==> src/sv/gsb_pkg.sv <==
`timescale 1ns / 1ps
// gsb_pkg: shared types and constants of the stretch bound block
package gsb_pkg;

   localparam int PERIOD_W          = 20;
   localparam int TIME_W            = 24;
   localparam int Q_W               = 24;
   localparam int MAX_NODES_DEFAULT = 64;

   localparam logic [Q_W-1:0] ONE_Q16 = 24'h01_0000;
   localparam logic [Q_W-1:0] TOP_Q16 = 24'hFF_FFFF;

   localparam logic [PERIOD_W-1:0] PERIOD_RESET  = 20'd10000;
   localparam logic [Q_W-1:0]      CEILING_RESET = 24'h01_0000;

   // contact state codes
   localparam logic [1:0] KIND_SWING   = 2'd0;
   localparam logic [1:0] KIND_CONTACT = 2'd1;
   localparam logic [1:0] KIND_FREE    = 2'd2;
   localparam logic [1:0] KIND_SPARE   = 2'd3;

   // csr indexes
   localparam logic [1:0] CSR_NODE_PERIOD = 2'd0;
   localparam logic [1:0] CSR_MAX_SWING   = 2'd1;
   localparam logic [1:0] CSR_MAX_CONTACT = 2'd2;
   localparam logic [1:0] CSR_CEILING     = 2'd3;

   typedef enum logic [2:0] {
      ST_IDLE,
      ST_PREP,
      ST_CHECK,
      ST_DIV,
      ST_APPLY,
      ST_EMIT
   } state_type;

   typedef enum logic [1:0] {
      JOB_SWING,
      JOB_CONTACT,
      JOB_LEAD
   } job_type;

   typedef struct packed {
      logic    accept;   // take the input beat
      logic    prep;     // select operands of the job, form divisor
      logic    init;     // load divider or saturate quotient
      logic    step;     // one quotient bit
      logic    apply;    // lower the running bound
      logic    emit;     // load the result register
      job_type job;
   } cmd_type;

   typedef struct packed {
      logic job_en;      // current job has a live limit and a run
      logic sat;         // quotient exceeds the Q8.16 range
      logic last_foot;   // plan ends with this foot
      logic rsp_free;    // result register can take a beat
   } status_type;

endpackage

==> src/sv/gsb_ctrl.sv <==
`timescale 1ns / 1ps
// gsb_ctrl: sequencer for node intake and the three bound divisions
module gsb_ctrl (
   input  logic                clock,
   input  logic                reset,
   input  logic                req_valid,
   input  logic                req_last_node,
   output logic                req_stall,
   input  gsb_pkg::status_type status,
   output gsb_pkg::cmd_type    cmd
);

   localparam int CNT_W = $clog2(gsb_pkg::Q_W);
   localparam logic [CNT_W-1:0] CNT_LAST = CNT_W'(gsb_pkg::Q_W - 1);

   gsb_pkg::state_type state_ff, state_in;
   gsb_pkg::job_type   job_ff, job_in;
   logic [CNT_W-1:0]   count_ff, count_in;

   always_ff @(posedge clock) begin
      if (reset) begin
         state_ff <= gsb_pkg::ST_IDLE;
         job_ff   <= gsb_pkg::JOB_SWING;
         count_ff <= '0;
      end else begin
         state_ff <= state_in;
         job_ff   <= job_in;
         count_ff <= count_in;
      end
   end

   always_comb begin
      logic              done;
      gsb_pkg::state_type after_job;
      gsb_pkg::job_type   next_job;

      state_in   = state_ff;
      job_in     = job_ff;
      count_in   = count_ff;
      cmd        = '0;
      cmd.job    = job_ff;
      req_stall  = (state_ff != gsb_pkg::ST_IDLE);

      done = (job_ff == gsb_pkg::JOB_LEAD);
      unique case (job_ff)
         gsb_pkg::JOB_SWING:   next_job = gsb_pkg::JOB_CONTACT;
         gsb_pkg::JOB_CONTACT: next_job = gsb_pkg::JOB_LEAD;
         default:              next_job = gsb_pkg::JOB_SWING;
      endcase
      if (!done) begin
         after_job = gsb_pkg::ST_PREP;
      end else if (status.last_foot) begin
         after_job = gsb_pkg::ST_EMIT;
      end else begin
         after_job = gsb_pkg::ST_IDLE;
      end

      unique case (state_ff)
         gsb_pkg::ST_IDLE: begin
            cmd.accept = req_valid;
            if (req_valid && req_last_node) begin
               state_in = gsb_pkg::ST_PREP;
               job_in   = gsb_pkg::JOB_SWING;
            end
         end
         gsb_pkg::ST_PREP: begin
            cmd.prep = 1'b1;
            state_in = gsb_pkg::ST_CHECK;
         end
         gsb_pkg::ST_CHECK: begin
            if (!status.job_en) begin
               state_in = after_job;
               job_in   = next_job;
            end else begin
               cmd.init = 1'b1;
               count_in = '0;
               state_in = status.sat ? gsb_pkg::ST_APPLY : gsb_pkg::ST_DIV;
            end
         end
         gsb_pkg::ST_DIV: begin
            cmd.step = 1'b1;
            count_in = count_ff + 1'b1;
            if (count_ff == CNT_LAST) begin
               state_in = gsb_pkg::ST_APPLY;
            end
         end
         gsb_pkg::ST_APPLY: begin
            cmd.apply = 1'b1;
            state_in  = after_job;
            job_in    = next_job;
         end
         gsb_pkg::ST_EMIT: begin
            if (status.rsp_free) begin
               cmd.emit = 1'b1;
               state_in = gsb_pkg::ST_IDLE;
            end
         end
         default: begin
            state_in = gsb_pkg::ST_IDLE;
         end
      endcase
   end

   // the divider runs exactly one quotient width of steps
   a_div_len: assert property (@(posedge clock) disable iff (reset)
      (state_ff == gsb_pkg::ST_DIV && count_ff == CNT_LAST) |=> state_ff == gsb_pkg::ST_APPLY)
      else $error("divider step count overrun");

   // the job sequence always closes on the leading run
   a_job_end: assert property (@(posedge clock) disable iff (reset)
      (state_ff == gsb_pkg::ST_EMIT) |-> job_ff == gsb_pkg::JOB_SWING)
      else $error("emit before all jobs done");

endmodule

==> src/sv/gsb_datapath.sv <==
`timescale 1ns / 1ps
// gsb_datapath: run tracking, csr file, bit-serial divider and result register
module gsb_datapath #(
   parameter int MAX_NODES = gsb_pkg::MAX_NODES_DEFAULT
) (
   input  logic                          clock,
   input  logic                          reset,
   input  logic [1:0]                    req_foot_state,
   input  logic                          req_last_node,
   input  logic                          req_last_foot,
   input  logic                          req_measurement_present,
   input  logic                          req_contact_now,
   input  logic [gsb_pkg::TIME_W-1:0]    req_elapsed_us,
   output logic                          rsp_valid,
   input  logic                          rsp_stall,
   output logic [gsb_pkg::Q_W-1:0]       rsp_stretch_bound,
   input  logic                          csr_write_en,
   input  logic [1:0]                    csr_index,
   input  logic [gsb_pkg::TIME_W-1:0]    csr_wdata,
   input  gsb_pkg::cmd_type              cmd,
   output gsb_pkg::status_type           status
);

   localparam int NW  = $clog2(MAX_NODES + 1);
   localparam int DW  = gsb_pkg::PERIOD_W + NW;
   localparam int QW  = gsb_pkg::Q_W;
   localparam int TW  = gsb_pkg::TIME_W;
   localparam logic [NW-1:0] NODES_TOP = NW'(MAX_NODES);

   // csr file
   logic [gsb_pkg::PERIOD_W-1:0] period_ff;
   logic [TW-1:0]                max_swing_ff, max_contact_ff;
   logic [QW-1:0]                ceiling_ff;

   always_ff @(posedge clock) begin
      if (reset) begin
         period_ff      <= gsb_pkg::PERIOD_RESET;
         max_swing_ff   <= '0;
         max_contact_ff <= '0;
         ceiling_ff     <= gsb_pkg::CEILING_RESET;
      end else if (csr_write_en) begin
         unique case (csr_index)
            gsb_pkg::CSR_NODE_PERIOD: period_ff      <= csr_wdata[gsb_pkg::PERIOD_W-1:0];
            gsb_pkg::CSR_MAX_SWING:   max_swing_ff   <= csr_wdata;
            gsb_pkg::CSR_MAX_CONTACT: max_contact_ff <= csr_wdata;
            gsb_pkg::CSR_CEILING:     ceiling_ff     <= csr_wdata;
            default: ;
         endcase
      end
   end

   // run tracking state
   logic [NW-1:0] run_len_ff, lead_len_ff, long_contact_ff, long_swing_ff;
   logic [1:0]    run_kind_ff, lead_kind_ff;
   logic          in_lead_ff, first_node_ff, first_foot_ff;

   // operands of the pending jobs, latched on a foot's last node
   logic [NW-1:0] j_swing_ff, j_contact_ff, j_lead_ff;
   logic          j_lead_contact_ff, j_lead_en_ff, last_foot_ff;
   logic [TW-1:0] j_spent_ff;

   logic [1:0]    kind;
   logic          new_run, in_lead_n;
   logic [NW-1:0] run_base, run_len_n, lead_len_n, long_contact_n, long_swing_n;
   logic [1:0]    lead_kind_n;
   logic          lead_contact_n;

   always_comb begin
      kind      = (req_foot_state == gsb_pkg::KIND_SPARE) ? gsb_pkg::KIND_FREE
                                                          : req_foot_state;
      new_run   = first_node_ff || (kind != run_kind_ff);
      in_lead_n = in_lead_ff && !(new_run && !first_node_ff);
      run_base  = new_run ? '0 : run_len_ff;
      run_len_n = (run_base < NODES_TOP) ? run_base + 1'b1 : run_base;

      lead_len_n     = lead_len_ff;
      lead_kind_n    = lead_kind_ff;
      long_contact_n = long_contact_ff;
      long_swing_n   = long_swing_ff;
      if (in_lead_n) begin
         lead_len_n  = run_len_n;
         lead_kind_n = kind;
      end else if (kind == gsb_pkg::KIND_CONTACT) begin
         if (run_len_n > long_contact_ff) long_contact_n = run_len_n;
      end else if (kind == gsb_pkg::KIND_SWING) begin
         if (run_len_n > long_swing_ff) long_swing_n = run_len_n;
      end
      lead_contact_n = (lead_kind_n == gsb_pkg::KIND_CONTACT);
   end

   always_ff @(posedge clock) begin
      if (reset) begin
         run_len_ff      <= '0;
         run_kind_ff     <= gsb_pkg::KIND_FREE;
         in_lead_ff      <= 1'b1;
         lead_len_ff     <= '0;
         lead_kind_ff    <= gsb_pkg::KIND_FREE;
         long_contact_ff <= '0;
         long_swing_ff   <= '0;
         first_node_ff   <= 1'b1;
         first_foot_ff   <= 1'b1;
         last_foot_ff    <= 1'b0;
      end else if (cmd.accept) begin
         if (req_last_node) begin
            // foot done: start the next foot fresh
            run_len_ff      <= '0;
            run_kind_ff     <= gsb_pkg::KIND_FREE;
            in_lead_ff      <= 1'b1;
            lead_len_ff     <= '0;
            lead_kind_ff    <= gsb_pkg::KIND_FREE;
            long_contact_ff <= '0;
            long_swing_ff   <= '0;
            first_node_ff   <= 1'b1;
            first_foot_ff   <= req_last_foot;
            last_foot_ff    <= req_last_foot;
         end else begin
            run_len_ff      <= run_len_n;
            run_kind_ff     <= kind;
            in_lead_ff      <= in_lead_n;
            lead_len_ff     <= lead_len_n;
            lead_kind_ff    <= lead_kind_n;
            long_contact_ff <= long_contact_n;
            long_swing_ff   <= long_swing_n;
            first_node_ff   <= 1'b0;
            first_foot_ff   <= 1'b0;
         end
      end
   end

   always_ff @(posedge clock) begin
      if (cmd.accept && req_last_node) begin
         j_swing_ff        <= long_swing_n;
         j_contact_ff      <= long_contact_n;
         j_lead_ff         <= lead_len_n;
         j_lead_contact_ff <= lead_contact_n;
         j_lead_en_ff      <= (lead_len_n != '0) && (lead_kind_n != gsb_pkg::KIND_FREE);
         j_spent_ff        <= (req_measurement_present && (req_contact_now == lead_contact_n))
                              ? req_elapsed_us : '0;
      end
   end

   // job operand select and divisor product
   logic [TW-1:0]               limit_sel, spent_sel, rest_in, rest_ff;
   logic [NW-1:0]               nodes_sel;
   logic                        lead_ok;
   logic [gsb_pkg::PERIOD_W-1:0] dt_eff;
   logic [DW-1:0]               divisor_in, divisor_ff;
   logic                        job_en_ff;

   always_comb begin
      lead_ok = 1'b1;
      unique case (cmd.job)
         gsb_pkg::JOB_SWING: begin
            limit_sel = max_swing_ff;
            spent_sel = '0;
            nodes_sel = j_swing_ff;
         end
         gsb_pkg::JOB_CONTACT: begin
            limit_sel = max_contact_ff;
            spent_sel = '0;
            nodes_sel = j_contact_ff;
         end
         default: begin
            limit_sel = j_lead_contact_ff ? max_contact_ff : max_swing_ff;
            spent_sel = j_spent_ff;
            nodes_sel = j_lead_ff;
            lead_ok   = j_lead_en_ff;
         end
      endcase
      rest_in    = (limit_sel > spent_sel) ? limit_sel - spent_sel : '0;
      dt_eff     = (period_ff == '0) ? gsb_pkg::PERIOD_W'(1) : period_ff;
      divisor_in = DW'(dt_eff) * DW'(nodes_sel);
   end

   always_ff @(posedge clock) begin
      if (reset) begin
         job_en_ff <= 1'b0;
      end else if (cmd.prep) begin
         job_en_ff <= (limit_sel != '0) && (nodes_sel != '0) && lead_ok;
      end
   end

   always_ff @(posedge clock) begin
      if (cmd.prep) begin
         rest_ff    <= rest_in;
         divisor_ff <= divisor_in;
      end
   end

   // restoring divider, one quotient bit a cycle: (rest << 16) / divisor
   logic [DW-1:0] rem_ff;
   logic [QW-1:0] nbits_ff, quot_ff;
   logic          sat;
   logic [DW:0]   trial;
   logic          qbit;

   always_comb begin
      sat   = (DW+8)'(rest_ff) >= {divisor_ff, 8'h00};
      trial = {rem_ff, nbits_ff[QW-1]};
      qbit  = trial >= {1'b0, divisor_ff};
   end

   always_ff @(posedge clock) begin
      if (cmd.init) begin
         rem_ff   <= DW'(rest_ff[TW-1:8]);
         nbits_ff <= {rest_ff[7:0], 16'h0000};
         quot_ff  <= sat ? gsb_pkg::TOP_Q16 : '0;
      end else if (cmd.step) begin
         rem_ff   <= qbit ? DW'(trial - {1'b0, divisor_ff}) : trial[DW-1:0];
         nbits_ff <= {nbits_ff[QW-2:0], 1'b0};
         quot_ff  <= {quot_ff[QW-2:0], qbit};
      end
   end

   // running bound and result register
   logic [QW-1:0] bound_ff, quot_floor, rsp_bound_ff;
   logic          rsp_valid_ff;

   assign quot_floor = (quot_ff < gsb_pkg::ONE_Q16) ? gsb_pkg::ONE_Q16 : quot_ff;

   always_ff @(posedge clock) begin
      if (reset) begin
         bound_ff <= gsb_pkg::ONE_Q16;
      end else if (cmd.accept && first_node_ff && first_foot_ff) begin
         bound_ff <= (ceiling_ff < gsb_pkg::ONE_Q16) ? gsb_pkg::ONE_Q16 : ceiling_ff;
      end else if (cmd.apply && (quot_floor < bound_ff)) begin
         bound_ff <= quot_floor;
      end
   end

   always_ff @(posedge clock) begin
      if (reset) begin
         rsp_valid_ff <= 1'b0;
      end else if (cmd.emit) begin
         rsp_valid_ff <= 1'b1;
      end else if (!rsp_stall) begin
         rsp_valid_ff <= 1'b0;
      end
   end

   always_ff @(posedge clock) begin
      if (cmd.emit) begin
         rsp_bound_ff <= bound_ff;
      end
   end

   assign rsp_valid         = rsp_valid_ff;
   assign rsp_stretch_bound = rsp_bound_ff;

   assign status.job_en    = job_en_ff;
   assign status.sat       = sat;
   assign status.last_foot = last_foot_ff;
   assign status.rsp_free  = !rsp_valid_ff || !rsp_stall;

   a_bound_floor: assert property (@(posedge clock) disable iff (reset)
      bound_ff >= gsb_pkg::ONE_Q16)
      else $error("running bound below one");

   a_rem_range: assert property (@(posedge clock) disable iff (reset)
      cmd.step |-> (rem_ff < divisor_ff))
      else $error("divider remainder out of range");

   a_emit_free: assert property (@(posedge clock) disable iff (reset)
      cmd.emit |-> (!rsp_valid_ff || !rsp_stall))
      else $error("result overwritten while stalled");

   a_emit_plan: assert property (@(posedge clock) disable iff (reset)
      cmd.emit |-> first_foot_ff)
      else $error("result emitted mid plan");

endmodule

==> src/sv/gait_stretch_bound.sv <==
`timescale 1ns / 1ps
// gait_stretch_bound: top level of the gait time-grid stretch bound block
//
// usage
//   req channel: one beat per plan node, foot after foot; req_last_node marks
//   a foot's final node, req_last_foot on that node closes the plan
//   rsp channel: one beat per plan, the admissible stretch as unsigned Q8.16
//   csr port: write-only, index 0 node period, 1 max swing, 2 max contact,
//   3 stretch ceiling; write only while the block is idle
// intake and division order
//   ordinary nodes are taken back to back while the block is idle
//   a foot's last node holds the request side while three divisions run on
//   one shared restoring divider, each through an operand step, a check
//   step, quotient-bit steps and an update step, and on a plan's last foot
//   through the emit as well; a disabled limit ends after the check step, a
//   saturated quotient skips the quotient-bit steps
//   the emit waits after the last update until the result register is free,
//   and the result beat is valid in the cycle after it
// reset
//   synchronous, active high; csr registers go to their defaults, run state
//   clears, no result is pending
// stall
//   the result sits in an output register; the next plan's nodes are taken
//   while it waits, and a further result waits until the register drains
module gait_stretch_bound #(
   parameter int MAX_NODES = gsb_pkg::MAX_NODES_DEFAULT
) (
   input  logic                          clock,
   input  logic                          reset,
   // node beats
   input  logic                          req_valid,
   output logic                          req_stall,
   input  logic [1:0]                    req_foot_state,
   input  logic                          req_last_node,
   input  logic                          req_last_foot,
   input  logic                          req_measurement_present,
   input  logic                          req_contact_now,
   input  logic [gsb_pkg::TIME_W-1:0]    req_elapsed_us,
   // result beats
   output logic                          rsp_valid,
   input  logic                          rsp_stall,
   output logic [gsb_pkg::Q_W-1:0]       rsp_stretch_bound,
   // csr writes
   input  logic                          csr_write_en,
   input  logic [1:0]                    csr_index,
   input  logic [gsb_pkg::TIME_W-1:0]    csr_wdata
);

   gsb_pkg::cmd_type    cmd;
   gsb_pkg::status_type status;

   // sequencer: intake, job order, divider steps, result hand-off
   gsb_ctrl u_ctrl (
      .clock         (clock),
      .reset         (reset),
      .req_valid     (req_valid),
      .req_last_node (req_last_node),
      .req_stall     (req_stall),
      .status        (status),
      .cmd           (cmd)
   );

   // run lengths, limits, divider and bound registers
   gsb_datapath #(
      .MAX_NODES (MAX_NODES)
   ) u_datapath (
      .clock                   (clock),
      .reset                   (reset),
      .req_foot_state          (req_foot_state),
      .req_last_node           (req_last_node),
      .req_last_foot           (req_last_foot),
      .req_measurement_present (req_measurement_present),
      .req_contact_now         (req_contact_now),
      .req_elapsed_us          (req_elapsed_us),
      .rsp_valid               (rsp_valid),
      .rsp_stall               (rsp_stall),
      .rsp_stretch_bound       (rsp_stretch_bound),
      .csr_write_en            (csr_write_en),
      .csr_index               (csr_index),
      .csr_wdata               (csr_wdata),
      .cmd                     (cmd),
      .status                  (status)
   );

endmodule

==> config.mk <==
export PLATFORM = sky130hd
export DESIGN_NAME = gait_stretch_bound
export DESIGN_NICKNAME = d
export VERILOG_FILES = /design/src/sv/gsb_pkg.sv /design/src/sv/gsb_ctrl.sv /design/src/sv/gsb_datapath.sv /design/src/sv/gait_stretch_bound.sv
export SDC_FILE = /design/constraint.sdc
export NUM_CORES = 1
export LEC_CHECK = 0
export BUFFER_PORTS_ARGS = -buffer_cell sky130_fd_sc_hd__buf_2
export CAP_MARGIN = 20
export CORE_ASPECT_RATIO = 1.1
export CORE_MARGIN = 1
export CORE_UTILIZATION = 40
export CTS_CLUSTER_SIZE = 30
export DETAILED_ROUTE_END_ITERATION = 16
export MAX_ROUTING_LAYER = met4
export SLEW_MARGIN = 20
export SYNTH_ARGS = -nofsm -noshare
export SYNTH_HDL_FRONTEND = slang
export SYNTH_SLANG_ARGS = --single-unit
==> constraint.sdc <==
create_clock -name clock -period 12.25 [get_ports clock]
set_input_delay 1.8375 -clock clock [delete_from_list [all_inputs] [get_ports clock]]
set_output_delay 1.8375 -clock clock [all_outputs]
set_load 0.02 [all_outputs]
==> parameters.txt, run 1 <==
Parameter                              Value

Detailed routing
  Via total after detailed routing ... 17.3k
  Highest metal used ... met4
  Wl on met1 ... 25.9 mm
  DRC Markers ... 0
  Number of DRC markers after the initial detailed-route iteration ... 1056
  Avg WL per Cell ... 18.1 um
  DRT Pass-1 Iters ... 5
  Routed via count divided by cell count ... 5.37
  Routed length on met2 ... 28.8 mm
  Final WL ... 58.3 mm
  Number of nets still failing antenna checks after routing ... 0
  Total met3 wirelength after detailed routing ... 2.08 mm

Worst setup path
  Worst Setup Start Kind ... flip-flop
  Nature of the critical path endpoint ... flip-flop
  R2r endpoint ... u_datapath.divisor_ff[26]
  Worst setup path class ... reg -> reg
  Worst path arrival time ... 7.13 ns
  Length in cells of the worst reg-to-reg path ... 19
  Crit Reg-Reg Startpoint ... u_ctrl.job_ff[0]
  Largest fanout on the critical path ... 20
  FF-to-FF setup slack ... 5.43 ns
  Worst endpoint required time ... 12.56 ns

Clock network
  Num CTS Buffers ... 40
  Maximum buffer depth of the clock tree ... 3
  Post-CTS clock slew at the launch and capture registers of the worst setup and hold paths ... 0.06 ns
  Cts-stage hold buffer count ... 0
  TritonCTS sink count ... 345
  Post-CTS Repair Setup Buffers ... 0
  Clock tree from TritonCTS ... yes
  Cells resized by post-CTS repair ... 0
  CTS root buf ... clkbuf_16
  Clock insertion delay at the later pin of the skew report ... 0.60 ns
  H-Tree Depth ... 2

GRT
  Via count of the first global-routing pass ... 17.1k
  Largest net degree at the start of global routing ... 95
  Overflow after GRT ... 0
  Antenna violations before repair ... 2
  First-pass GRT wire length ... 93.0 mm
  All-layer global routing usage ... 0.214

Timing
  Post-route clock period utilization ... 0.557
  Worst slew margin relative to its limit ... 0.245
  Minimum period implied by the final worst setup slack ... 6.82 ns
  Maximum frequency from static timing analysis ... 147 MHz
  Total count of max-transition violations in the final report ... 0
  Largest clock skew in the final design ... 0.0539 ns
  Setup-failing EPs final ... 0
  Worst-margin pin slew ... 1.13 ns
  Final setup TNS ... 0 ns
  RSZ-0062 raised after global routing ... false
  Hold violation total from the final report ... 0

Logic synthesis
  Net count of the mapped netlist ... 2732
  Leading register cell type out of synthesis ... dfxtp_1
  Library cell with the highest instance count after synthesis ... nand2_1
  Yosys top cell by area ... edfxtp_1
  Flops & latches, synth ... 345
  Register area share after synthesis ... 0.389
  Total number of yosys warnings ... 0
  Top cells by area, synth ... edfxtp_1 (23%), dfxtp_1 (16%), ha_1 (8.5%)
  Cell count after synthesis ... 2429
  Mean instance size in the synthesized netlist ... 9.11 sq um
  Async set or reset register ratio after synthesis ... 0
  Area of the mapped netlist ... 22100 sq um
  Count of flip-flops with a built-in enable after synthesis ... 170
  List of most frequent post-synthesis cells ... nand2_1 (427), a21oi_1 (208), dfxtp_1 (175), edfxtp_1 (170), inv_1 (167)
  Share of Yosys cell area claimed by the top area cell type ... 0.231
  Number of distinct library cells after synthesis ... 81

Cells and area
  Final core utilization ... 0.449
  Number of nets in the layout ... 2751
  Post-synthesis to final-layout area growth ... 11.1%
  Seq. cell area ... 8610 sq um
  Fill count ... 5353
  Area used by multi-input combinational logic ... 12400 sq um
  Fraction of final layout cells sized beyond drive strength 1 ... 0.0948

Floorplan
  Total die area ... 56300 sq um
  Total number of placement rows ... 90
  Die W ... 226 um
  I/O pins ... 87
  Core area ... 54700 sq um
  Effective utilization at floorplan ... 0.404
  Y dimension of the die ... 249 um

Worst hold path
  Endpoint with the worst hold slack ... u_datapath.max_swing_ff[18]
  Number of cells on the worst hold path ... 2
  Launch instance of the worst min-delay path ... u_datapath.max_swing_ff[18]
  Worst min path class ... reg -> reg

Power
  Total Power Consumption ... 4.26 mW
  Total power divided by cell area ... 173 nW/um^2
  Worst IR drop on VDD ... 0.114 mV
  P_leak ... 10.3 nW

Outcome
  Outcome ... finished clean

Placement
  Final Wtd Congestion ... 0.921
  Total half-perimeter wirelength after legalization and detailed placement ... 43.7 mm
  Port Buf Inserts ... 86

Job
  Number of max-cap violations ... 0
## layout by cell type (no fill, tap or decap), types with 7 or more instances in the layout
master     synthesis  layout
and2_1           122     122
fa_1              91      91
clkbuf_16          0      42
o21bai_1           8       8
nand3b_1           8       8
xnor2_1           36      36
o211ai_1           7       7
inv_1            167     165
nand2_1          427     427
nand4_1           20      20
buf_2             12      85
a21o_1            27      27
a21oi_1          208     207
and3_1            31      31
mux2_2            31      31
nor2b_1           22      22
xor2_1            27      27
a22oi_1           30      30
o21ai_1           11      15
nor2_1           154     154
a211oi_1          40      40
nor3_1            24      23
clkinv_2           0      10
dfxtp_1          175     175
nand2b_1          13      13
a31oi_1            9       9
o21ai_0           94      88
mux2i_1           39      38
o21a_1            21      21
ha_1             151     151
nor4_1            19      19
buf_4              2      23
edfxtp_1         170     170
nand3_1           25      24
o31ai_1            7       7
## worst max-delay path, cell delays in order, from the launching register on
cell,delay (ns)
dfxtp_1,0.69
mux2_2,0.41
nand2_1,0.10
nand2_1,0.43
and2_1,0.38
fa_1,0.55
fa_1,0.44
fa_1,0.56
inv_1,0.06
fa_1,0.52
inv_1,0.04
ha_1,0.38
a2111oi_0,0.39
o21ai_1,0.21
a211oi_2,0.32
o21ai_1,0.19
a41o_1,0.31
o21ai_0,0.24
a311o_1,0.22
xnor2_1,0.08
## power breakdown
group          switching, mW  leakage (nW)  internal [mW]
Sequential            0.0763          3.01           1.39
Clock                  0.515         0.694          0.742
Combinational          0.931          6.64          0.606
## routing by layer
metal | track usage | vias up
met5 | - | -
met4 | 0.0664 | 0
met3 | 0.0251 | 89
met2 | 0.359 | 319
met1 | 0.269 | 8423
li1 | - | 8437
## flip-flops by register name (all words and copies together), names as in the netlist, 2 cells and up
name,cells
u_ctrl.count_ff,5
u_ctrl.job_ff,2
u_ctrl.state_ff,3
u_datapath.bound_ff,24
u_datapath.ceiling_ff,24
u_datapath.divisor_ff,27
u_datapath.j_contact_ff,7
u_datapath.j_lead_ff,7
u_datapath.j_spent_ff,24
u_datapath.j_swing_ff,7
u_datapath.lead_kind_ff,2
u_datapath.lead_len_ff,7
u_datapath.long_contact_ff,7
u_datapath.long_swing_ff,7
u_datapath.max_contact_ff,24
u_datapath.max_swing_ff,24
u_datapath.nbits_ff,8
u_datapath.period_ff,20
u_datapath.quot_ff,24
u_datapath.rem_ff,27
u_datapath.rest_ff,24
u_datapath.rsp_stretch_bound,24
u_datapath.run_kind_ff,2
u_datapath.run_len_ff,7
## stage by stage
stage	instance area (sq um)	worst slack [ns]	hold WS [ns]	cells
final	24600	5.43	0.454	3218
after global routing	24600	4.99	0.467	3218
after CTS	24600	5.47	0.455	3216
after detailed placement	23200	5.55	0.447	3142
after global placement	23200	5.58	0.440	3142
after floorplan	22100	6.33	0.425	2429
## logic make-up after synthesis
kind of cell	Yosys count	share of synthesized area
compound gates	520	0.147
xor+xnor	63	0.0249
fa+ha+maj	242	0.168
buf+inv	298	0.0522
flops	345	0.389
mux	70	0.0334
simple gates	891	0.186
## worst max path at each step
stage,from,endpoint,slack (ns),depth (start not counted)
after global placement,u_ctrl.job_ff[0],u_datapath.divisor_ff[26],5.58,18
after floorplan,u_ctrl.job_ff[0],u_datapath.divisor_ff[26],6.33,21
after global routing,u_ctrl.job_ff[0],u_datapath.divisor_ff[24],4.99,20
after CTS,u_ctrl.job_ff[0],u_datapath.divisor_ff[26],5.47,19
final,u_ctrl.job_ff[0],u_datapath.divisor_ff[26],5.43,19
after detailed placement,u_ctrl.job_ff[0],u_datapath.divisor_ff[26],5.55,19
## final cells by class
type | instances | area share
Sequential cell | 345 | 0.350
Inverter | 167 | 0.0255
Clock inverter | 25 | 0.0128
Antenna cell | 2 | 0.000204
Multi-Input combinational cell | 1786 | 0.505
Clock buffer | 49 | 0.0450
Tap cell | 736 | 0.0375
Timing Repair Buffer | 108 | 0.0243
(Power assumes the default switching activity.)
==> inputs of run 2 (changes only) <==
- clock period: 12.25 -> 5.6 ns (I/O delays scaled with it)
==> run 2 against run 1 <==
- sequential share of layout area fell by 1.5 points
- worst hold slack worse by 0.00050 ns
- critical path depth is 4 higher
- design area grew 4.6%
- largest power group unchanged
- critical path type unchanged
- total power is 140% higher
- sequential power rose by 120%
- register-to-register slack lost 5.3 ns
- clock-buffer cell count up 7
- first-iteration DRC count is 7.8% higher
==> parameters.txt, run 2 (synthesis results as in run 1) <==
Parameter                              Value

GRT
  Via count of the first global-routing pass ... 17.4k
  Antenna violations before repair ... 2
  All-layer global routing usage ... 0.214
  First-pass GRT wire length ... 93.1 mm
  Largest net degree at the start of global routing ... 94
  Overflow after GRT ... 0

Clock network
  Cts-stage hold buffer count ... 0
  Maximum buffer depth of the clock tree ... 3
  Num CTS Buffers ... 41
  TritonCTS sink count ... 345
  CTS root buf ... clkbuf_16
  Clock insertion delay at the later pin of the skew report ... 0.58 ns
  H-Tree Depth ... 2
  Clock tree from TritonCTS ... yes
  Post-CTS clock slew at the launch and capture registers of the worst setup and hold paths ... 0.06 ns

Worst setup path
  Length in cells of the worst reg-to-reg path ... 23
  Worst Setup Start Kind ... flip-flop
  Worst setup path class ... reg -> reg
  Worst endpoint required time ... 5.92 ns
  R2r endpoint ... u_datapath.divisor_ff[26]
  Worst path arrival time ... 5.78 ns
  FF-to-FF setup slack ... 0.13 ns
  Largest fanout on the critical path ... 7
  Crit Reg-Reg Startpoint ... u_ctrl.job_ff[0]
  Nature of the critical path endpoint ... flip-flop

Floorplan
  Y dimension of the die ... 249 um
  Die W ... 226 um
  Total die area ... 56300 sq um
  Total number of placement rows ... 90
  Effective utilization at floorplan ... 0.404
  Core area ... 54700 sq um
  I/O pins ... 87

Power
  P_leak ... 10.8 nW
  Worst IR drop on VDD ... 0.204 mV
  Total Power Consumption ... 10.0 mW
  Total power divided by cell area ... 389 nW/um^2

Cells and area
  Post-synthesis to final-layout area growth ... 16.1%
  Commonest non-fill, non-tap cell in the layout ... nand2_1
  Final instance area ... 25700 sq um
  Final instance count without filler cells ... 3300
  Largest regs ... u_datapath.divisor_ff: 27 flops, u_datapath.rem_ff: 27 flops
  Fill count ... 5272
  Number of nets in the layout ... 2832
  Fraction of final layout cells sized beyond drive strength 1 ... 0.151
  Commonest cells after routing, fill and taps aside ... nand2_1 (425), a21oi_1 (200), dfxtp_1 (172)
  Final core utilization ... 0.470

Placement
  Post-place setup slack ... -0.378 ns
  Total cell area at the placement stage ... 23700 sq um
  Total half-perimeter wirelength after legalization and detailed placement ... 43.9 mm
  Final Wtd Congestion ... 0.922
  Count of placed standard cells including taps ... 3209
  Port Buf Inserts ... 86

Detailed routing
  DRT Pass-1 Iters ... 5
  Routed via count divided by cell count ... 5.32
  Number of nets still failing antenna checks after routing ... 0
  Final WL ... 58.7 mm
  Number of DRC markers after the initial detailed-route iteration ... 1138
  DRC Markers ... 0
  Via total after detailed routing ... 17.6k
  Avg WL per Cell ... 17.8 um

Timing
  Total count of max-transition violations in the final report ... 0
  Worst slew margin relative to its limit ... 0.281
  Final WS setup ... 0.135 ns
  Largest clock skew in the final design ... 0.0208 ns
  Minimum period implied by the final worst setup slack ... 5.47 ns
  Setup-failing EPs final ... 0
  Post-route clock period utilization ... 0.976
  Worst-margin pin slew ... 1.08 ns
  RSZ-0062 raised after global routing ... true
  Maximum frequency from static timing analysis ... 183 MHz
  Hold violation total from the final report ... 0

Worst hold path
  Launch instance of the worst min-delay path ... u_datapath.max_swing_ff[7]
  Number of cells on the worst hold path ... 2
  Endpoint with the worst hold slack ... u_datapath.max_swing_ff[7]
  Worst min path class ... reg -> reg

Outcome
  Outcome ... finished clean

Job
  Number of max-cap violations ... 0
-- run 2: changes by cell type in the layout (fill, tap and decap cells not counted), sizes merged --
| cell | before | now |
|---|---|---|
| clkbuf | 49 | 56 |
| clkinv | 17 | 14 |
| bufinv | 4 | 3 |
| clkinvlp | 2 | 1 |
| buf | 108 | 188 |
-- run 2: per-layer routing --
layer | track usage | up-vias | part of all wire
met2 | 0.360 | 303 | 0.50
met5 | - | - | 0
met3 | 0.0269 | 99 | 0.033
li1 | - | 8597 | -
met1 | 0.262 | 8555 | 0.43
met4 | 0.0774 | 0 | 0.035
-- run 2: area by class of cell --
| type | instances | area [sq um] | share of cell area |
|---|---|---|---|
| diodes | 2 | 5.00 | 0.000195 |
| clock buffers | 56 | 1240 | 0.0482 |
| clock inverters | 20 | 233 | 0.00905 |
| inverters | 167 | 627 | 0.0244 |
| multi-input cells | 1786 | 12800 | 0.498 |
| flip-flops and latches | 345 | 8610 | 0.335 |
| well taps | 736 | 921 | 0.0358 |
| repair buffers | 188 | 1260 | 0.0490 |
-- run 2: worst max path at each step --
stage / from / end / slack, ns
6_report: u_ctrl.job_ff[0] / u_datapath.divisor_ff[26] / 0.13
5_1_grt: u_ctrl.job_ff[0] / u_datapath.divisor_ff[23] / -0.09
4_1_cts: u_ctrl.job_ff[0] / u_datapath.divisor_ff[23] / 0.003
3_5_place_dp: u_datapath.period_ff[4] / u_datapath.divisor_ff[24] / -0.38
3_3_place_gp: u_datapath.period_ff[12] / u_datapath.divisor_ff[24] / -0.21
2_1_floorplan: u_ctrl.job_ff[0] / u_datapath.divisor_ff[23] / 0.005
-- run 2: what timing repair did --
item,4_1_cts,5_1_grt
endpoints found under the setup margin,7,8
gates resized for setup,20,78
buffers inserted,3,12
pin swaps,13,92
-- run 2: critical path, stage by stage, from the launching register on --
cell      delay, ns
dfxtp_2        0.35
buf_6          0.15
mux2i_1        0.19
o21ai_1        0.09
buf_4          0.16
and2_1         0.17
fa_1           0.53
fa_1           0.43
fa_1           0.51
inv_2          0.04
fa_1           0.52
inv_2          0.05
ha_4           0.28
buf_6          0.12
o211ai_1       0.15
a21oi_2        0.18
a211oi_2       0.08
buf_4          0.15
o21ai_4        0.12
a41o_1         0.26
buf_6          0.13
o21ai_4        0.05
a311o_1        0.37
xnor2_1        0.12
-- run 2: power breakdown --
group	switching (mW)	internal (mW)	total, mW	leakage, nW
registers	0.157	3.03	3.19	3.01
clock network	1.11	1.71	2.82	0.724
logic	2.25	1.75	4.00	7.08
total	3.51	6.50	10.0	10.8
-- run 2: metrics by stage --
step | TNS (ns) | hold WS (ns)
6_report | 0 | 0.454
5_1_grt | -0.226 | 0.470
4_1_cts | 0 | 0.455
3_5_place_dp | -1.45 | 0.447
3_3_place_gp | -0.834 | 0.440
2_1_floorplan | 0 | 0.425
==> inputs of run 3 (changes only) <==
- clock period: 5.6 -> 5.83 ns (I/O delays scaled with it)
==> run 3 against run 2 <==
- sequential power down 4%
- largest power group unchanged
- largest cell class unchanged
- critical endpoint is now u_datapath.divisor_ff[23]
- register-to-register slack better by 0.06 ns
- non-clock buffer count down 31
- clock power down 9.6%
- design area down 2.5%
==> parameters.txt, run 3 (synthesis results as in run 1) <==
Parameter                              Value

Timing
  Final WS setup ... 0.198 ns
  Minimum period implied by the final worst setup slack ... 5.63 ns
  Worst-margin pin slew ... 1.03 ns
  Hold violation total from the final report ... 0
  Maximum frequency from static timing analysis ... 178 MHz
  Total count of max-transition violations in the final report ... 0
  Worst slew margin relative to its limit ... 0.310
  Largest clock skew in the final design ... 0.0302 ns
  Setup-failing EPs final ... 0
  Post-route clock period utilization ... 0.966

Power
  Total power divided by cell area ... 362 nW/um^2
  Total Power Consumption ... 9.06 mW
  P_leak ... 10.6 nW
  Worst IR drop on VDD ... 0.222 mV

Worst setup path
  Largest fanout on the critical path ... 8
  Cell type group with the largest total delay on the critical path ... adder cells
  Worst setup path class ... reg -> reg
  Nature of the critical path endpoint ... flip-flop
  R2r endpoint ... u_datapath.divisor_ff[23]
  Crit Reg-Reg Startpoint ... u_ctrl.job_ff[0]
  FF-to-FF setup slack ... 0.20 ns
  Worst Setup Start Kind ... flip-flop
  Worst path arrival time ... 5.92 ns
  Worst endpoint required time ... 6.12 ns
  Length in cells of the worst reg-to-reg path ... 24
  Number of buffers and inverters on the critical path ... 7
  Worst path max stage delay ... 0.54 ns
  Cells along the critical path ... buf_12, mux2i_2, o21ai_1, buf_4, and2_1, fa_1, inv_1, fa_1, inv_1, fa_1, inv_1, fa_1, inv_1, ha_4, buf_4, o21ai_2, a21oi_2, a41oi_2, a31oi_2, a211o_1, a21o_1, a21o_1, a21oi_2, xnor2_1
  Slowest cell on the critical path ... fa_1

Cells and area
  Fraction of final layout cells sized beyond drive strength 1 ... 0.122
  Commonest cells after routing, fill and taps aside ... nand2_1 (426), a21oi_1 (199), dfxtp_1 (173)
  Largest regs ... u_datapath.divisor_ff: 27 flops, u_datapath.rem_ff: 27 flops
  Final core utilization ... 0.458
  Post-synthesis to final-layout area growth ... 13.3%
  Final instance area ... 25100 sq um
  Fill count ... 5264
  Commonest non-fill, non-tap cell in the layout ... nand2_1
  Number of nets in the layout ... 2798

Worst hold path
  Launch instance of the worst min-delay path ... u_datapath.max_swing_ff[8]
  Number of cells on the worst hold path ... 2
  Worst min path class ... reg -> reg
  Endpoint with the worst hold slack ... u_datapath.max_swing_ff[8]

Detailed routing
  Via total after detailed routing ... 17.2k
  Avg WL per Cell ... 17.8 um
  DRT Pass-1 Iters ... 5
  Number of nets still failing antenna checks after routing ... 0
  Final WL ... 58.0 mm
  DRC Markers ... 0
  Routed via count divided by cell count ... 5.28
  Number of DRC markers after the initial detailed-route iteration ... 904

GRT
  Overflow after GRT ... 0
  All-layer global routing usage ... 0.213
  First-pass GRT wire length ... 92.6 mm
  Largest net degree at the start of global routing ... 106
  Via count of the first global-routing pass ... 17.2k
  Antenna violations before repair ... 1

Placement
  Port Buf Inserts ... 86
  Total half-perimeter wirelength after legalization and detailed placement ... 43.9 mm
  Post-place setup slack ... -0.128 ns
  Final Wtd Congestion ... 0.921
  Total cell area at the placement stage ... 23500 sq um

Clock network
  Clock insertion delay at the later pin of the skew report ... 0.57 ns
  TritonCTS sink count ... 345
  H-Tree Depth ... 2
  Post-CTS clock slew at the launch and capture registers of the worst setup and hold paths ... 0.06 ns
  CTS root buf ... clkbuf_16
  Clock tree from TritonCTS ... yes
  Num CTS Buffers ... 38
  Cts-stage hold buffer count ... 0
  Maximum buffer depth of the clock tree ... 3

Floorplan
  Effective utilization at floorplan ... 0.404
  Core area ... 54700 sq um
  Die W ... 226 um
  Total die area ... 56300 sq um
  I/O pins ... 87
  Y dimension of the die ... 249 um
  Total number of placement rows ... 90

Outcome
  Outcome ... finished clean

Job
  Number of max-cap violations ... 0
-- run 3: cell type report --
type,count,area (sq um),area share
well taps,736,921,0.0367
inverters,167,627,0.0250
repair buffers,157,986,0.0393
flip-flops and latches,345,8610,0.344
diodes,2,5.00,0.000200
clock buffers,48,1030,0.0410
multi-input cells,1786,12600,0.502
clock inverters,22,313,0.0125
-- run 3: metrics by stage --
stage | instances | setup TNS, ns | hold slack, ns
finish | 3263 | 0 | 0.450
global route | 3262 | -0.104 | 0.469
CTS | 3251 | 0 | 0.455
detailed placement | 3181 | -0.383 | 0.447
global placement | 3181 | -0.0603 | 0.439
floorplan | 2429 | 0 | 0.425
-- run 3: worst max path at each step --
| stage | start | end | slack (ns) | cells past startpoint |
|---|---|---|---|---|
| after CTS | u_ctrl.job_ff[0] | u_datapath.divisor_ff[23] | 0.00003 | 21 |
| final | u_ctrl.job_ff[0] | u_datapath.divisor_ff[23] | 0.20 | 24 |
| after global routing | u_ctrl.job_ff[0] | u_datapath.divisor_ff[25] | -0.05 | 21 |
| after global placement | u_datapath.period_ff[12] | u_datapath.divisor_ff[26] | -0.04 | 21 |
| after floorplan | u_ctrl.job_ff[0] | u_datapath.divisor_ff[26] | 0.1 | 21 |
| after detailed placement | u_datapath.period_ff[4] | u_datapath.divisor_ff[26] | -0.13 | 21 |
-- run 3: layer usage --
metal  vias to the layer above  wire length, um  global-route usage
li1                       8523                -                   -
met1                      8324            25300               0.265
met2                       306            29000               0.360
met3                        90             2090              0.0256
met4                         0             1740              0.0683
met5                         -                0                   -
-- run 3: tightest hold or removal path: cells and delay by family, from the launching register on --
kind | cells | cell delay (ns)
flops | 1 | 0.30
simple gates | 1 | 0.05
compound gates | 1 | 0.05
-- run 3: what timing repair did --
item | CTS | global route
pin swaps | 9 | 22
endpoints found under the hold margin | 0 | 0
gates resized for setup | 8 | 34
endpoints found under the setup margin | 5 | 8
setup buffers | 0 | 9
-- run 3: report_power, final --
part / leakage [nW] / total (mW) / switching, mW / internal [mW]
logic: 6.92 / 3.45 / 2.05 / 1.40
clock network: 0.653 / 2.55 / 1.02 / 1.53
registers: 3.01 / 3.06 / 0.148 / 2.91
total: 10.6 / 9.06 / 3.21 / 5.85
